==> config.mk <==
export PLATFORM = sky130hd
export DESIGN_NAME = ppp_step
export DESIGN_NICKNAME = d
export VERILOG_FILES = /design/src/rtl/ppp_pkg.sv /design/src/rtl/ppp_step.sv
export SDC_FILE = /design/constraint.sdc
export NUM_CORES = 2
export LEC_CHECK = 0
export BUFFER_PORTS_ARGS = -buffer_cell sky130_fd_sc_hd__buf_2
export CORE_MARGIN = 3
export CORE_UTILIZATION = 55
export CTS_CLUSTER_DIAMETER = 80
export DETAILED_ROUTE_END_ITERATION = 16
export PLACE_DENSITY = 0.77
export SETUP_SLACK_MARGIN = 0.02
export SLEW_MARGIN = 20
export SYNTH_ARGS = -nofsm -noshare
export SYNTH_HDL_FRONTEND = slang
export SYNTH_SLANG_ARGS = --single-unit
==> constraint.sdc <==
create_clock -name clk -period 19.25 [get_ports clk]
set_input_delay 0.9625 -clock clk [delete_from_list [all_inputs] [get_ports clk]]
set_output_delay 0.9625 -clock clk [all_outputs]
set_load 0.01 [all_outputs]
==> src/rtl/ppp_pkg.sv <==
package ppp_pkg;

  localparam int COORD_BITS    = 16;
  localparam int ANGLE_BITS    = 16;
  localparam int LEN_FRAC_BITS = 8;

  // Rotation datapath: 64-bit signed x and y, 32-bit angle accumulator.
  localparam int CORDIC_W      = 64;
  localparam int Z_W           = 32;
  localparam int CORDIC_STEPS  = 32;
  localparam int STEP_W        = $clog2(CORDIC_STEPS);
  localparam int HEADROOM      = 60 - COORD_BITS;

  // Squared length, scaled for the fraction bits, and the digit-by-digit root.
  localparam int SQR_W         = 2 * COORD_BITS;
  localparam int SUM_W         = 2 * COORD_BITS + 1 + 2 * LEN_FRAC_BITS;
  localparam int SQ_W          = SUM_W + 1;
  localparam int SQRT_STEPS    = (SUM_W + 1) / 2;
  localparam int SQRT_TOP      = 2 * (SQRT_STEPS - 1);
  localparam int LENGTH_WIDTH  = SQRT_STEPS;

  // Angle rounding from the accumulator down to the output width.
  localparam int ANGLE_DROP    = Z_W - ANGLE_BITS;
  localparam logic [Z_W-1:0] ANGLE_HALF =
      (ANGLE_DROP == 0) ? '0 : (Z_W'(1) << (ANGLE_DROP - 1));
  localparam logic [Z_W-1:0] Z_HALF_TURN = Z_W'(1) << (Z_W - 1);

  // atan(2^-i) in units of 2^-32 turn.
  localparam logic [Z_W-1:0] ATAN_TURNS [CORDIC_STEPS] = '{
    32'h20000000, 32'h12E4051E, 32'h09FB385B, 32'h051111D4,
    32'h028B0D43, 32'h0145D7E1, 32'h00A2F61E, 32'h00517C55,
    32'h0028BE53, 32'h00145F2F, 32'h000A2F98, 32'h000517CC,
    32'h00028BE6, 32'h000145F3, 32'h0000A2FA, 32'h0000517D,
    32'h000028BE, 32'h0000145F, 32'h00000A30, 32'h00000518,
    32'h0000028C, 32'h00000146, 32'h000000A3, 32'h00000051,
    32'h00000029, 32'h00000014, 32'h0000000A, 32'h00000005,
    32'h00000003, 32'h00000001, 32'h00000001, 32'h00000000
  };

  // One word in flight between the rotation/root stages.
  typedef struct packed {
    logic signed [CORDIC_W-1:0] x;
    logic signed [CORDIC_W-1:0] y;
    logic        [Z_W-1:0]      z;
    logic        [SQ_W-1:0]     r;
    logic        [SQ_W-1:0]     root;
    logic                       deg;
  } step_t;

endpackage

==> src/rtl/ppp_step.sv <==
module ppp_step
  import ppp_pkg::*;
(
  input  logic              clk,
  input  logic              rst,
  input  logic              en,
  input  logic [STEP_W-1:0] idx,
  input  logic              in_valid,
  input  step_t             in_word,
  output logic              out_valid,
  output step_t             out_word
);

  logic signed [CORDIC_W-1:0] xs;
  logic signed [CORDIC_W-1:0] ys;
  logic        [SQ_W-1:0]     bitv;
  logic        [SQ_W-1:0]     trial;
  logic        [6:0]          shamt;
  step_t                      word_next;

  always_comb begin
    word_next = in_word;

    // One rotation of the vectoring iteration; the idx shift is fixed per
    // instance, so each stage reduces to two adders and an accumulator add.
    xs = in_word.x >>> idx;
    ys = in_word.y >>> idx;
    if (in_word.y > 0) begin
      word_next.x = in_word.x + ys;
      word_next.y = in_word.y - xs;
      word_next.z = in_word.z + ATAN_TURNS[idx];
    end else begin
      word_next.x = in_word.x - ys;
      word_next.y = in_word.y + xs;
      word_next.z = in_word.z - ATAN_TURNS[idx];
    end

    // One digit of the square root; stages past the last digit pass it on.
    shamt = 7'(SQRT_TOP) - 7'({idx, 1'b0});
    bitv  = SQ_W'(1) << shamt;
    trial = in_word.root + bitv;
    if (32'(idx) < SQRT_STEPS) begin
      if (in_word.r >= trial) begin
        word_next.r    = in_word.r - trial;
        word_next.root = (in_word.root >> 1) + bitv;
      end else begin
        word_next.root = in_word.root >> 1;
      end
    end
  end

  always_ff @(posedge clk) begin
    if (rst) begin
      out_valid <= 1'b0;
    end else if (en) begin
      out_valid <= in_valid;
    end
  end

  always_ff @(posedge clk) begin
    if (en) begin
      out_word <= word_next;
    end
  end

endmodule

# Word level (Yosys, flattened, before mapping)
# Memory sizes are Yosys's and may differ from the RTL's.
# Index checks and enable logic that the tools add are counted.
# totals
ff_bits,262
romBits,1024
inputBits,270
output_inout_bits,262
n_memories,1
# classes
add_sub_neg,10
magnitude_cmp,4
shifts,3
n_mux,6
n_bitwise,1
# mem_list
name,words,word_bits,rd,rd_ports_with_merged_regs,wr,line_no,source
(no name shown),32,32,1,0,0,ppp_step.sv:35,word_next.z = in_word.z - ATAN_TURNS[idx];
# ops
op,n
160-bit two-way mux,1
64-bit adder,2
64-bit by 5-bit >>> shifter with 64-bit output,2
64-bit subtractor,2
100-bit two-way mux,1
50-bit two-way mux,2
"64-bit by 1-bit > comparator with 1-bit output, second input constant",1
32-bit two-way mux,2
49-bit by 50-bit adder with 50-bit output,1
50-bit adder,1
50-bit greater-or-equal comparator,1
"1-bit by 7-bit << shifter with 50-bit output, first input constant",1
50-bit subtractor,1
32-bit adder,1
32-bit subtractor,1
"6-bit by 6-bit subtractor with 7-bit output, first input constant",1
"6-bit greater-or-equal comparator, second input constant",1
5-bit NOT with 6-bit output,1
"5-bit < comparator, second input constant",1

# Longest topological paths before layout
# logic_depth
depth_word,6
depth_mapped,41
ltp_nobuf,31

# Worst setup path before layout
# No wires, ideal clock.
# synth_path
kind,input -> register
start,in idx[1]
end,reg out_word[21] (netlist name) (data pin)
setup_time_ns,0.258
arrival_time_ns,9.589
required_ns,18.992
setup_slack_ns,9.403
path_stages,38
n_path_buf,11
cell_sequence,buf_2 clkinv_1 buf_2 buf_2 buf_1 buf_2 buf_2 buf_1 ha_1 xnor2_1 a32oi_1 clkbuf_1 nor2_1 ha_1 and4_1 o2111a_1 o311a_1 a211oi_1 (+2 left out) o31a_1 a21oi_1 a31oi_1 xor2_1 ha_1 and3_1 nand2_1 nor2_1 nand3_1 or4b_2 o2111ai_1 a221o_1 a21oi_1 o21ai_0 clkbuf_1 clkbuf_1 nand2_1 o221a_2
# synth_rtl
element,line_no,source
from (decl),ppp_step.sv:7,"input logic [STEP_W-1:0] idx,"
to (signal assigned),ppp_step.sv:62,out_word <= word_next;
to (decl),ppp_step.sv:11,output step_t out_word

==> results.py <==
metrics = {
    "detailed_routing": {
        "antenna_left": 0,
        "drt_first_pass_iters": 6,
        "post-route-drc-count": 0,
        "dr_total_vias": 39700,
        "detail_route_met3_wl_um": 19100,
        "drt_first_iter_violations": 5954,
        "detail_route.wirelength_um": 155000,
        "top_layer": "met5",
        "routedLengthMet1_um": 56800,
        "vias_per_cell": 6.95,
        "routed_wl_per_cell_um": 27.2,
        "detailroute.wirelength.met2_um": 68700,
    },
    "placed_design": {
        "place_area_um2": 40900,
        "hpwl_um": 121000,
        "placer_s_final_routability_congestion_estimate": 1.06,
        "port-buffer-count": 531,
    },
    "hold_path": {
        "hold_path_depth": 2,
        "holdCritPathClass": "register to register",
    },
    "pwr": {
        "powerDensity_nw_per_um2": 74.9,
        "sequentialPowerShare_pct": 27.6,
        "ir_worst_vdd_v": 0.0000853,
        "p_sw_share_pct": 42.6,
        "comb_power_share_pct": 53.5,
        "pwr-share-clk_pct": 18.9,
        "p_leak_uw": 0.0173,
        "p_int_uw": 1800,
        "switching_power_uw": 1340,
    },
    "logic_synthesis": {
        "synth-edff-count": 261,
        "syn-num-nets": 5001,
        "synth_ff_type": "sky130_fd_sc_hd__edfxtp_1",
        "synth.yosys.seq_area_share_pct": 20.7,
        "netlist_area_um2": 38000,
        "share_of_synthesized_flip_flops_with_an_asynchronous_set_or_reset_pct": 0,
        "number_of_register_bits_inferred_by_synthesis": 262,
        "synth_warnings": 0,
        "post_synthesis_average_cell_area_um2": 8.52,
        "synth_cell_types": 102,
        "syn-instance-count": 4460,
    },
    "sta": {
        "max_clock_skew_ns": 0,
        "relSlewSlack_pct": 26.5,
        "finalMaxSlewViolations": 0,
        "setup_total_negative_slack_ns": 0,
        "setup_viol": 0,
        "period_share_pct": 52.5,
        "grt_setup_unrepaired": "false",
        "count_of_final_hold_check_violations": 0,
        "max_slew.worst_pin.slew_ns": 1.09,
        "clock.fmax_mhz": 99.0,
        "finalWorstPathRequiredPeriod_ns": 10.10,
    },
    "global_route": {
        "grt_util_all_layers_pct": 40.9,
        "global_route_wire_length_before_repair_um": 227000,
        "maximum_number_of_pins_on_one_net_before_global_route_repair": 100,
        "antenna_found_initial": 26,
        "grt_overflow": 0,
        "via_count_of_the_first_global_routing_pass": 36800,
    },
    "clocking": {
        "ctsLongestPathBuffers": 3,
        "clk_pin_slew_ns": 0.06,
        "tritoncts_clock_tree": "yes",
        "postCtsSetupRepairBufs": 0,
        "hold_bufs_inserted_after_cts": 0,
        "worst_skew_pair.late_latency_ns": 0.61,
        "cts.sink_count": 262,
        "cts_repair_resize_count": 0,
        "cts-root-buf": "sky130_fd_sc_hd__clkbuf_16",
        "numCtsBuffers": 31,
        "htree_num_levels": 1,
    },
    "status": {
        "outcome": "finished, final reports clean",
    },
    "die": {
        "start_util_pct": 56.1,
        "boundaryPins": 532,
        "placement_rows": 95,
        "dieWidth_um": 269,
        "floorplan.die.height_um": 269,
        "coreArea_um2": 67800,
        "design.die.area_um2": 72300,
    },
    "worst_setup_path": {
        "worst_setup_start_kind": "input port",
        "critical_path.max_stage_delay_ns": 0.71,
        "worst-path-buf-inv": 5,
        "crit_family": "compound AO/OA/AOI/OAI gates",
        "worst_path_maximum_fanout": 99,
        "crit_arrival_ns": 10.57,
        "cp.required_ns": 19.72,
        "cp.depth": 32,
        "critical_path.slowest_cell": "sky130_fd_sc_hd__a32oi_1",
        "critical_path_class": "input port to register",
        "reg2reg_depth": 2,
        "worstSetupEndpointType": "register",
    },
    "finish": {
        "nNetsFinal": 5343,
        "finalCoreUtilization_pct": 61.9,
        "post-route-cell-area_um2": 41900,
        "area.growth.synth_to_final_pct": 10.4,
        "drive_above_1_share_pct": 19.4,
    },
    "run": {
        "drv_cap": 0,
    },
}
[kinds of logic (layout without fill, tap and decap cells)]
logic type,Yosys count,after routing,synth area share [%]
compound gates,1359,1359,22.4
mux,404,404,16.6
other cells,0,19,0
xor+xnor,414,414,9.54
flops,262,262,20.7
buf+inv,347,712,4.18
simple gates,1400,1400,17.5
fa+ha+maj,274,274,9.08
[cell type report]
| cell class | instances | area [um2] |
|---|---|---|
| Sequential cell | 262 | 7860 |
| Inverter | 82 | 312 |
| Timing Repair Buffer | 574 | 3020 |
| Antenna cell | 19 | 47.5 |
| Multi-Input combinational cell | 3851 | 28600 |
| Fill cell | 6072 | 25800 |
| Clock inverter | 13 | 150 |
| Clock buffer | 43 | 841 |
| Tap cell | 873 | 1090 |
[worst paths after layout]
| kind | startpoint | endpoint | slack, ns |
|---|---|---|---|
| worst max-delay path | idx[1] | out_word[50] | 9.15 |
| worst min-delay path | out_valid | out_valid | 0.49 |
| worst max register to register | out_valid | out_valid | 18.67 |
| worst min register to register | out_valid | out_valid | 0.49 |
[power by group through the flow]
| stage | Combinational, uW | Sequential (uW) | Clock (uW) |
|---|---|---|---|
| finish | 1680 | 868 | 594 |
| global placement | 1610 | 876 | 0 |
| global route | 1790 | 878 | 623 |
| floorplan | 1010 | 934 | 0 |
| CTS | 1630 | 867 | 601 |
| detailed placement | 1620 | 877 | 0 |
[tightest hold or removal path: stages, from the launching register on]
cell,delay (ns)
sky130_fd_sc_hd__dfxtp_1,0.32
sky130_fd_sc_hd__mux2i_1,0.06
sky130_fd_sc_hd__nor2_1,0.08
[cells in the mapped netlist (all sizes together), types with 8 or more instances]
cell	number	area share [%]
nand2	484	4.8
buf	126	2.0
or2	12	0.20
nand3	92	1.2
a22oi	13	0.26
ha	267	8.8
o21a	31	0.61
a32o	8	0.21
nor2	358	3.5
and2	43	0.72
a221o	10	0.26
a211o	13	0.30
o22ai	51	0.84
a221oi	17	0.39
nand2b	55	0.91
o31ai	31	0.61
a21boi	16	0.32
nor2b	63	1.0
a311oi	8	0.18
edfxtp	261	21
nor3	68	0.93
o221a	10	0.30
xor2	203	4.7
a31o	15	0.35
o21bai	41	0.81
and4	10	0.23
mux2i	154	4.1
or4	9	0.18
nor3b	8	0.16
a21oi	398	5.2
o21ai	323	4.3
inv	79	0.78
o211ai	27	0.53
a21o	123	2.4
nor4	37	0.67
and3	52	0.86
a31oi	88	1.4
mux2	76	2.3
or3	12	0.20
a211oi	50	0.99
xnor2	211	4.9
clkbuf	139	1.4
nand4	71	1.2
mux4	174	10
[registers in the layout, summed over array words and instances (netlist names)]
register and count:
out_word 261, out_valid 1
[routing by layer]
metal / up-vias / global-route usage, %
li1: 17700 / -
met1: 18600 / 51.2
met2: 2888 / 64.4
met3: 601 / 10.4
met5: - / 0
met4: 16 / 23.4
[cell usage in the layout (no fill, tap or decap), types with 154 or more instances in the layout]
cell and instances:
sky130_fd_sc_hd__a21oi_1 398, sky130_fd_sc_hd__buf_2 525, sky130_fd_sc_hd__edfxtp_1 261, sky130_fd_sc_hd__ha_1 267
sky130_fd_sc_hd__mux2i_1 154, sky130_fd_sc_hd__mux4_2 174, sky130_fd_sc_hd__nand2_1 483, sky130_fd_sc_hd__nor2_1 355
sky130_fd_sc_hd__o21ai_0 316, sky130_fd_sc_hd__xnor2_1 211, sky130_fd_sc_hd__xor2_1 203
[through the flow]
stage / power [uW] / setup WS, ns / cells / hold slack (ns)
after global routing: 3300 / 8.76 / 5709 / 0.482
after CTS: 3100 / 9.49 / 5697 / 0.478
after detailed placement: 2490 / 8.87 / 5641 / 0.489
after global placement: 2490 / 9.13 / 5641 / 0.469
final: 3140 / 9.15 / 5717 / 0.495
after floorplan: 1950 / 9.40 / 4460 / 0.528
Power figures use the tool's default switching activity.
