## src/rtl/ppp_pkg.sv

```systemverilog
package ppp_pkg;

  localparam int COORD_BITS    = 16;
  localparam int ANGLE_BITS    = 16;
  localparam int LEN_FRAC_BITS = 8;

  // Rotation datapath: 64-bit signed x and y, 32-bit angle accumulator.
  localparam int CORDIC_W      = 64;
  localparam int Z_W           = 32;
  localparam int CORDIC_STEPS  = 32;
  localparam int STEP_W        = $clog2(CORDIC_STEPS);
  localparam int HEADROOM      = 60 - COORD_BITS;

  // Squared length, scaled for the fraction bits, and the digit-by-digit root.
  localparam int SQR_W         = 2 * COORD_BITS;
  localparam int SUM_W         = 2 * COORD_BITS + 1 + 2 * LEN_FRAC_BITS;
  localparam int SQ_W          = SUM_W + 1;
  localparam int SQRT_STEPS    = (SUM_W + 1) / 2;
  localparam int SQRT_TOP      = 2 * (SQRT_STEPS - 1);
  localparam int LENGTH_WIDTH  = SQRT_STEPS;

  // Angle rounding from the accumulator down to the output width.
  localparam int ANGLE_DROP    = Z_W - ANGLE_BITS;
  localparam logic [Z_W-1:0] ANGLE_HALF =
      (ANGLE_DROP == 0) ? '0 : (Z_W'(1) << (ANGLE_DROP - 1));
  localparam logic [Z_W-1:0] Z_HALF_TURN = Z_W'(1) << (Z_W - 1);

  // atan(2^-i) in units of 2^-32 turn.
  localparam logic [Z_W-1:0] ATAN_TURNS [CORDIC_STEPS] = '{
    32'h20000000, 32'h12E4051E, 32'h09FB385B, 32'h051111D4,
    32'h028B0D43, 32'h0145D7E1, 32'h00A2F61E, 32'h00517C55,
    32'h0028BE53, 32'h00145F2F, 32'h000A2F98, 32'h000517CC,
    32'h00028BE6, 32'h000145F3, 32'h0000A2FA, 32'h0000517D,
    32'h000028BE, 32'h0000145F, 32'h00000A30, 32'h00000518,
    32'h0000028C, 32'h00000146, 32'h000000A3, 32'h00000051,
    32'h00000029, 32'h00000014, 32'h0000000A, 32'h00000005,
    32'h00000003, 32'h00000001, 32'h00000001, 32'h00000000
  };

  // One word in flight between the rotation/root stages.
  typedef struct packed {
    logic signed [CORDIC_W-1:0] x;
    logic signed [CORDIC_W-1:0] y;
    logic        [Z_W-1:0]      z;
    logic        [SQ_W-1:0]     r;
    logic        [SQ_W-1:0]     root;
    logic                       deg;
  } step_t;

endpackage

```

## src/rtl/ppp_front.sv

```systemverilog
module ppp_front
  import ppp_pkg::*;
(
  input  logic                         clk,
  input  logic                         rst,
  input  logic                         en,
  input  logic                         in_valid,
  input  logic signed [COORD_BITS-1:0] start_x,
  input  logic signed [COORD_BITS-1:0] start_y,
  input  logic signed [COORD_BITS-1:0] end_x,
  input  logic signed [COORD_BITS-1:0] end_y,
  output logic                         out_valid,
  output step_t                        out_word
);

  // Stage 1: differences.
  logic                       v1;
  logic signed [COORD_BITS:0] dx;
  logic signed [COORD_BITS:0] dy;

  // Stage 2: squares and the rotation start point.
  logic                       v2;
  logic        [SQR_W-1:0]    ax2;
  logic        [SQR_W-1:0]    ay2;
  logic signed [CORDIC_W-1:0] x0;
  logic signed [CORDIC_W-1:0] y0;
  logic        [Z_W-1:0]      z0;
  logic                       deg2;

  logic        [COORD_BITS-1:0] ax;
  logic        [COORD_BITS-1:0] ay;
  logic signed [CORDIC_W-1:0]   vx;
  logic signed [CORDIC_W-1:0]   vy;
  logic signed [CORDIC_W-1:0]   vx_next;
  logic signed [CORDIC_W-1:0]   vy_next;
  logic        [Z_W-1:0]        z_next;
  logic        [SUM_W-1:0]      sum;

  always_comb begin
    ax = dx[COORD_BITS] ? COORD_BITS'(-dx) : COORD_BITS'(dx);
    ay = dy[COORD_BITS] ? COORD_BITS'(-dy) : COORD_BITS'(dy);
    vx = CORDIC_W'(dx);
    vy = -CORDIC_W'(dy);
    // The screen y axis points down, so the rotation works on (dx, -dy).
    if (vx < 0) begin
      vx_next = -vx;
      vy_next = -vy;
      z_next  = Z_HALF_TURN;
    end else begin
      vx_next = vx;
      vy_next = vy;
      z_next  = '0;
    end
    sum = (SUM_W'(ax2) + SUM_W'(ay2)) << (2 * LEN_FRAC_BITS);
  end

  always_ff @(posedge clk) begin
    if (rst) begin
      v1        <= 1'b0;
      v2        <= 1'b0;
      out_valid <= 1'b0;
    end else if (en) begin
      v1        <= in_valid;
      v2        <= v1;
      out_valid <= v2;
    end
  end

  always_ff @(posedge clk) begin
    if (en) begin
      dx <= {end_x[COORD_BITS-1], end_x} - {start_x[COORD_BITS-1], start_x};
      dy <= {end_y[COORD_BITS-1], end_y} - {start_y[COORD_BITS-1], start_y};

      ax2  <= SQR_W'(ax) * SQR_W'(ax);
      ay2  <= SQR_W'(ay) * SQR_W'(ay);
      x0   <= vx_next <<< HEADROOM;
      y0   <= vy_next <<< HEADROOM;
      z0   <= z_next;
      deg2 <= (dx == '0) && (dy == '0);

      out_word.x    <= x0;
      out_word.y    <= y0;
      out_word.z    <= z0;
      out_word.r    <= SQ_W'(sum);
      out_word.root <= '0;
      out_word.deg  <= deg2;
    end
  end

endmodule

```

## config.mk

```make
export PLATFORM = sky130hd
export DESIGN_NAME = ppp_front
export DESIGN_NICKNAME = d
export VERILOG_FILES = /design/src/rtl/ppp_pkg.sv /design/src/rtl/ppp_front.sv
export SDC_FILE = /design/constraint.sdc
export NUM_CORES = 1
export LEC_CHECK = 0
export BUFFER_PORTS_ARGS = -buffer_cell sky130_fd_sc_hd__buf_4
export CORE_MARGIN = 4
export CORE_UTILIZATION = 55
export CTS_CLUSTER_SIZE = 8
export DETAILED_ROUTE_END_ITERATION = 12
export PLACE_DENSITY = 0.76
export SLEW_MARGIN = 15
export SYNTH_ARGS = -nofsm -noshare
export SYNTH_HDL_FRONTEND = slang
export SYNTH_SLANG_ARGS = --single-unit
```

## constraint.sdc

```tcl
create_clock -name clk -period 12.52 [get_ports clk]
set_input_delay 1.252 -clock clk [delete_from_list [all_inputs] [get_ports clk]]
set_output_delay 1.252 -clock clk [all_outputs]
set_load 0.005 [all_outputs]
```

### Word level (Yosys, flattened, before mapping)

Index checks and enable logic that the tools add are counted.

* bits in registers: 280
* bits of input ports: 68
* output and inout port bits: 262
* word-level logic and storage cells: 35

* add/sub/neg operators: 8
* $mul: 2
* magnitude comparators: 1
* muxes and demuxes: 5
* reduce and logical (&&, ||, !) cells: 3

Operators with widths (count)
* 16-bit by 16-bit multiplier with 32-bit output: 2
* 20-bit two-way mux: 2
* 17-bit negator with 20-bit output: 2
* 17-bit zero test: 2
* 16-bit by 16-bit subtractor with 17-bit output: 2
* 32-bit by 32-bit adder with 33-bit output: 1
* 16-bit two-way mux: 2
* 32-bit two-way mux: 1
* 16-bit negator: 2
* 20-bit negator: 1
* 17-bit by 1-bit < comparator with 1-bit output (second input constant): 1
* 1-bit logical AND: 1

### Depth between registers and ports, before layout

Gate-level depths: netlist (run 1).

* word-level depth: 3
* gate-level depth with buffers: 33
* depth with buffers taken out: 29

### Least setup slack after synthesis (run 1)

OpenSTA, ideal clock, no wires.

* kind: flip-flop to flip-flop
* from: register dy[0]
* to: register ay2[28] (data pin)
* library setup time: 0.265 ns
* arrival time: 7.515 ns
* required time: 12.255 ns
* slack: 4.739 ns
* cell stages (with the launch flop): 30
* path buffers: 3
* clock period less this slack: 7.781 ns
* cell sequence: edfxtp_1 -> clkbuf_1 -> inv_1 -> clkbuf_1 -> ha_1 -> buf_2 -> nor4b_4 -> nand3_1 -> o21ai_1 -> xor2_1 -> inv_2 -> nand2_1 -> inv_1 -> fa_1 -> inv_1 -> fa_1 -> inv_1 -> fa_1 -> fa_1 -> fa_1 -> inv_1 -> fa_1 -> inv_1 -> ha_1 -> or3_1 -> o2111ai_1 -> a211oi_1 -> nor3_1 -> a21oi_1 -> or3_1

* cells in the longest elaborated chain, start to end: 3

Ends and longest elaborated chain
* start, declared: RTL line ppp_front.sv:19 `logic signed [COORD_BITS:0] dy;`
* start signal, assigned: RTL line ppp_front.sv:72 `dy <= {end_y[COORD_BITS-1], end_y} - {start_y[COORD_BITS-1], start_y};`
* 16-bit negator: RTL line ppp_front.sv:41 `ay = dy[COORD_BITS] ? COORD_BITS'(-dy) : COORD_BITS'(dy);`
* 16-bit two-way mux *: RTL line ppp_front.sv:41
* 16-bit by 16-bit multiplier with 32-bit output *: RTL line ppp_front.sv:75 `ay2 <= SQR_W'(ay) * SQR_W'(ay);`
* end signal, assigned: RTL line ppp_front.sv:75
* end, declared: RTL line ppp_front.sv:24 `logic [SQR_W-1:0] ay2;`

Mark *: on every way between the ends. The rest lies on a longest branch, timed or not.
A chain may end at the register's enable or synchronous reset.

### Worst setup path in the final report (run 1)

* from: register dx[0]
* to: register ax2[24] (data pin)

* cells in the longest elaborated chain, start to end: 3

Ends and longest elaborated chain
* start, declared: RTL line ppp_front.sv:18 `logic signed [COORD_BITS:0] dx;`
* start signal, assigned: RTL line ppp_front.sv:71 `dx <= {end_x[COORD_BITS-1], end_x} - {start_x[COORD_BITS-1], start_x};`
* 16-bit negator: RTL line ppp_front.sv:40 `ax = dx[COORD_BITS] ? COORD_BITS'(-dx) : COORD_BITS'(dx);`
* 16-bit two-way mux: RTL line ppp_front.sv:40
* via ax[1]: RTL line ppp_front.sv:30 `logic [COORD_BITS-1:0] ax;`
* 16-bit by 16-bit multiplier with 32-bit output: RTL line ppp_front.sv:74 `ax2 <= SQR_W'(ax) * SQR_W'(ax);`
* end signal, assigned: RTL line ppp_front.sv:74
* end, declared: RTL line ppp_front.sv:23 `logic [SQR_W-1:0] ax2;`

The timed path passes the listed nets, and every way through them passes these cells.

==> results.py, run 1 <==
metrics = {
    "critical_path": {
        "crit_path_end": "ax2[24]",
        "cp_num_buf_inv": 5,
        "crit_fanout": 18,
        "critical_path_depth": 22,
        "slowest_delay_ns": 0.95,
        "cpMostUsedCell": "fa_1",
        "crit_path_start": "dx[0]",
        "worstReg2RegEnd": "ax2[24]",
        "reg2regPathDepth": 22,
        "cp-start-kind": "register",
        "end_kind": "register",
        "cp.required_ns": 12.86,
        "r2r_start": "dx[0]",
        "cp_slowest_cell": "nor4b_1",
        "crit_family": "adder cells",
        "cp.arrival_ns": 9.90,
        "reg2reg_slack_ns": 2.96,
        "worst-setup-path-type": "register to register",
        "path_cells": "clkinv_1 -> ha_1 -> nand2_1 -> a21boi_1 -> clkinv_1 -> nand2_1 -> fa_1 -> inv_1 -> fa_1 -> fa_1 -> fa_1 -> fa_1 -> inv_1 -> fa_1 -> inv_1 -> ha_1 -> nand3_1 -> nor3_1 -> nor4b_1 -> o21ai_0 -> a211o_1 -> o311ai_0",
    },
    "timing": {
        "rsz0062_at_grt": "false",
        "skew_ns": 0.0327,
        "worstMarginPinSlew_ns": 1.21,
        "final.setup.tns_ns": 0,
        "hold_viol_final": 0,
        "period_minus_slack_ns": 9.56,
        "finalSetupViolCount": 0,
        "slew_headroom_pct": 18.7,
        "fmax_mhz": 105,
        "maxSlewViolCount": 0,
        "post-route-period-util_pct": 76.4,
    },
    "cts": {
        "cts_tree": "yes",
        "cts_buffer_depth": 3,
        "cts_buffers": 34,
        "cts_hold_buf": 0,
        "cts_setup_buffers": 0,
        "root_buffer": "clkbuf_16",
        "clk_pin_slew_ns": 0.06,
        "numClockSinks": 214,
        "htreeDepth": 2,
        "clock_latency_ns": 0.55,
        "cts_resized": 0,
    },
    "synthesis": {
        "yosysSeqAreaShare_pct": 24.2,
        "synth.most_common_cell": "inv_1",
        "yosys_warnings": 0,
        "ys_seq_elements": 214,
        "async_flop_share_pct": 0,
        "synth_top_area_share_pct": 24.8,
        "syn-cell-area_um2": 26400,
        "synth_flop_cell": "edfxtp_1",
        "synth_edf_count": 211,
        "synth_cells": 2723,
        "ys_types": 82,
        "synth_largest_area_cell": "fa_1",
        "synth_commonest_cells": "inv_1 (535), fa_1 (328), ha_1 (260)",
        "synth_area_leaders": "fa_1 (25%), edfxtp_1 (24%), ha_1 (12%)",
        "postSynthAreaPerCell_um2": 9.71,
    },
    "finish": {
        "nets": 3519,
        "syn_to_final_growth_pct": 7.91,
        "nFillCells": 4067,
        "drive_above_1_share_pct": 7.89,
    },
    "placed_design": {
        "place.gp.congestion": 0.958,
        "dp_hpwl_mm": 49.3,
        "port_buffers": 143,
    },
    "drt": {
        "avgRoutedWirePerCell_um": 17.4,
        "highest_layer": "met5",
        "drtIter0Drc": 1373,
        "drtAntennaViolNets": 0,
        "via_count": 18800,
        "drtPass1Iterations": 5,
        "dr_wl_met3_mm": 5.20,
        "via_per_inst": 5.39,
        "met2_length_mm": 29.0,
        "met1_length_mm": 25.0,
        "drt-total-wl_mm": 60.8,
        "drc": 0,
    },
    "global_routing": {
        "grt.overflow.total": 0,
        "grt_use_total_pct": 24.0,
        "antenna_found_initial": 2,
        "grt_max_degree": 90,
        "grt_pass1_vias": 19600,
        "grt_pass1_wl_mm": 98.8,
    },
    "floorplan": {
        "die-area_um2": 51600,
        "dieWidth_um": 227,
        "coreArea_um2": 47600,
        "rows": 80,
        "num_io_pins": 330,
        "die_h_um": 227,
        "initial_core_util_pct": 55.5,
    },
    "min_path": {
        "hold_path_class": "register to register",
    },
    "job": {
        "maxCapViolations": 0,
    },
    "status": {
        "status": "completed",
    },
}
layer usage:
metal / vias up / global-route usage [%]
met2: 756 / 39.6
met3: 109 / 4.95
li1: 8666 / -
met1: 9302 / 32.5
met5: - / 0
met4: 2 / 6.91
how the worst min path moves through the flow:
stage / start / end / slack (ns) / cells after the start
after floorplan: deg2 / out_word[0] / 0.40 / 0
after global placement: x0[57] / out_word[254] / 0.40 / 0
after detailed placement: y0[45] / out_word[178] / 0.40 / 0
after CTS: x0[61] / out_word[258] / 0.41 / 0
after global routing: x0[58] / out_word[255] / 0.42 / 0
final: x0[61] / out_word[258] / 0.41 / 0
flip-flops by register name, summed over array words and instances, names as in the netlist:
| name | flops |
|---|---|
| out_valid | 1 |
| x0 | 19 |
| y0 | 19 |
| dy | 17 |
| z0 | 1 |
| ax2 | 31 |
| v1 | 1 |
| ay2 | 31 |
| deg2 | 1 |
| out_word | 75 |
| v2 | 1 |
| dx | 17 |
layout by cell type, fill, tap and decap left out, types with 77 or more instances in the layout:
| master | n |
|---|---|
| xnor2_1 | 111 |
| conb_1 | 189 |
| o21ai_0 | 77 |
| buf_4 | 162 |
| nand2_1 | 225 |
| a21oi_1 | 100 |
| fa_1 | 328 |
| inv_1 | 535 |
| nor2_1 | 188 |
| edfxtp_1 | 211 |
| ha_1 | 260 |
cells by family (layout without fill, tap and decap cells):
logic type | count (synthesis) | count (layout) | share of synthesized area [%]
compound gates | 375 | 375 | 9.18
buf+inv | 800 | 765 | 14.1
flops | 214 | 214 | 24.2
fa+ha+maj | 588 | 588 | 37.2
xor+xnor | 171 | 171 | 5.69
mux | 5 | 5 | 0.194
other cells | 1 | 191 | 0.0142
simple gates | 569 | 569 | 9.51
final cells by class:
class	instances	area [um2]	share of cell area, %
Inverter	553	2080	7.28
Clock buffer	42	881	3.09
Multi-Input combinational cell	1897	17000	59.7
Tap cell	615	769	2.70
Timing Repair Buffer	163	1230	4.32
Antenna cell	2	5.00	0.0175
Clock inverter	7	131	0.461
Sequential cell	214	6400	22.4
per-stage QoR:
stage	cells	hold slack, ns	worst slack [ns]	utilization [%]	area [um2]
final	3493	0.409	2.96	59.9	28500
after floorplan	2911	0.400	4.74	-	27100
after CTS	3491	0.412	3.12	59.9	28500
after global routing	3492	0.415	2.43	59.9	28500
after detailed placement	3442	0.405	3.24	57.7	27500
after global placement	3442	0.401	3.42	57.7	27500
worst reg2reg max path, stage by stage, from the launching register on:
cell and delay (ns):
edfxtp_1 0.61, clkinv_1 0.62, ha_1 0.50, nand2_1 0.06, a21boi_1 0.79, clkinv_1 0.67, nand2_1 0.27, fa_1 0.45
inv_1 0.10, fa_1 0.42, fa_1 0.48, fa_1 0.50, fa_1 0.54, inv_1 0.05, fa_1 0.53, inv_1 0.04
ha_1 0.40, nand3_1 0.14, nor3_1 0.47, nor4b_1 0.95, o21ai_0 0.31, a211o_1 0.35, o311ai_0 0.10
Power of run 1 is left out: the tool's default activity adds up to more than one toggle a clock period on the data nets, which glitch-free logic cannot reach.
==> run 2: changes to the inputs <==
PLACE_DENSITY = 0.79   (was 0.76)
clock period = 8 ns   (was 12.52 ns; I/O delays follow)
==> results.py, run 2 (synthesis results as in run 1) <==
metrics = {
    "floorplan": {
        "dieWidth_um": 227,
        "num_io_pins": 330,
        "rows": 80,
        "coreArea_um2": 47600,
        "die-area_um2": 51600,
        "initial_core_util_pct": 55.5,
        "die_h_um": 227,
    },
    "drt": {
        "drtIter0Drc": 1317,
        "drt-total-wl_mm": 61.5,
        "drtPass1Iterations": 7,
        "avgRoutedWirePerCell_um": 17.3,
        "drc": 0,
        "via_per_inst": 5.35,
        "via_count": 19100,
        "drtAntennaViolNets": 0,
    },
    "critical_path": {
        "cp_slowest_cell": "fa_1",
        "cp.arrival_ns": 7.96,
        "slowest_delay_ns": 0.61,
        "r2r_start": "dx[5]",
        "end_kind": "register",
        "crit_path_start": "dx[5]",
        "crit_fanout": 6,
        "worst-setup-path-type": "register to register",
        "cpMostUsedCell": "fa_1",
        "cp.required_ns": 8.32,
        "cp-start-kind": "register",
        "reg2regPathDepth": 23,
        "worstReg2RegEnd": "ax2[31]",
        "reg2reg_slack_ns": 0.35,
        "crit_path_end": "ax2[31]",
        "path_cells": "nor4_4 -> nand3_1 -> o31ai_1 -> xor2_1 -> inv_1 -> nand2_1 -> fa_1 -> inv_1 -> fa_1 -> fa_1 -> fa_1 -> fa_1 -> inv_1 -> fa_1 -> inv_1 -> ha_1 -> a21o_1 -> a221oi_1 -> nand2_1 -> a31o_2 -> a41oi_1 -> o21ai_0 -> xnor2_1",
    },
    "placed_design": {
        "dp_hpwl_mm": 50.9,
        "place_area_um2": 28100,
        "dp_slack_ns": 0.117,
        "place.gp.congestion": 0.944,
        "port_buffers": 143,
    },
    "global_routing": {
        "grt_pass1_wl_mm": 99.7,
        "grt_pass1_vias": 19900,
        "antenna_found_initial": 0,
        "grt.overflow.total": 0,
        "grt_max_degree": 138,
        "grt_use_total_pct": 24.0,
    },
    "finish": {
        "n_antenna_cell": 0,
        "nets": 3593,
        "regMostFlops": "out_word",
        "drive_above_1_share_pct": 10.3,
        "design_area_um2": 29000,
        "final_common_cell": "inv_1",
        "syn_to_final_growth_pct": 9.76,
        "final_util_pct": 60.9,
        "largest_reg_flops": 75,
        "largest_registers": "out_word (75), ax2 (31), ay2 (31)",
        "final_cell_mix": "inv_1 (534), fa_1 (328), ha_1 (260), buf_4 (238), nand2_1 (225)",
    },
    "timing": {
        "fmax_mhz": 131,
        "skew_ns": 0.0175,
        "final.setup.tns_ns": 0,
        "maxSlewViolCount": 0,
        "period_minus_slack_ns": 7.65,
        "slew_headroom_pct": 30.2,
        "post-route-period-util_pct": 95.6,
        "hold_viol_final": 0,
        "fin_ws_ns": 0.355,
        "worstMarginPinSlew_ns": 1.05,
        "finalSetupViolCount": 0,
    },
    "cts": {
        "htreeDepth": 1,
        "clock_latency_ns": 0.57,
        "cts_buffers": 31,
        "root_buffer": "clkbuf_16",
        "clk_pin_slew_ns": 0.06,
        "cts_tree": "yes",
        "cts_buffer_depth": 3,
        "numClockSinks": 214,
    },
    "status": {
        "status": "completed",
    },
    "job": {
        "maxCapViolations": 0,
    },
    "min_path": {
        "hold_path_class": "register to register",
    },
}
-- run 2: changes by cell type in the layout (fill, tap and decap cells not counted), moves of 2 or more --
cell / previous run / this run
clkbuf_1: 8 / 12
bufinv_16: 2 / 0
nor3_1: 35 / 33
o21ai_1: 8 / 10
buf_4: 162 / 238
clkbuf_16: 34 / 31
diode_2: 2 / 0
clkbuf_8: 0 / 2
o21ai_0: 77 / 75
-- run 2: worst min-delay path by stage --
stage | endpoint | cells after the start | from | slack, ns
after floorplan | out_word[0] | 0 | deg2 | 0.40
after global placement | out_word[253] | 0 | x0[56] | 0.40
after detailed placement | out_word[196] | 0 | y0[63] | 0.40
after CTS | out_valid | 2 | rst | 0.39
after global routing | v2 | 2 | rst | 0.40
final | out_word[242] | 0 | x0[45] | 0.42
-- run 2: area by class of cell --
cell class	count	area [um2]
clock buffers	45	848
well taps	615	769
repair buffers	240	1820
fillers	3917	18600
flip-flops and latches	214	6400
inverters	553	2080
multi-input cells	1897	17100
clock inverters	2	8.76
-- run 2: metal layers --
metal	wire, um	global-route usage (%)
met1	25200	32.3
met3	4730	4.15
met5	0	0
met2	30100	40.9
met4	1530	5.93
-- run 2: critical path: cells and delay by family (launching register included) --
kind / cells / cell delay [ns]
flops: 1 / 0.44
buf+inv: 4 / 0.46
fa+ha+maj: 7 / 3.63
compound gates: 6 / 1.64
simple gates: 4 / 0.94
xor+xnor: 2 / 0.30
-- run 2: timing repair --
action	4_1_cts	5_1_grt
hold buffers	0	0
buffers inserted	0	5
endpoints found under the setup margin	0	19
gates resized for setup	0	13
endpoints found under the hold margin	0	0
-- run 2: per-stage QoR --
step | hold slack, ns | instances
floorplan | 0.400 | 2911
global placement | 0.400 | 3514
detailed placement | 0.405 | 3514
CTS | 0.392 | 3561
global route | 0.401 | 3566
finish | 0.417 | 3566
Power of run 2 is left out for the same reason.
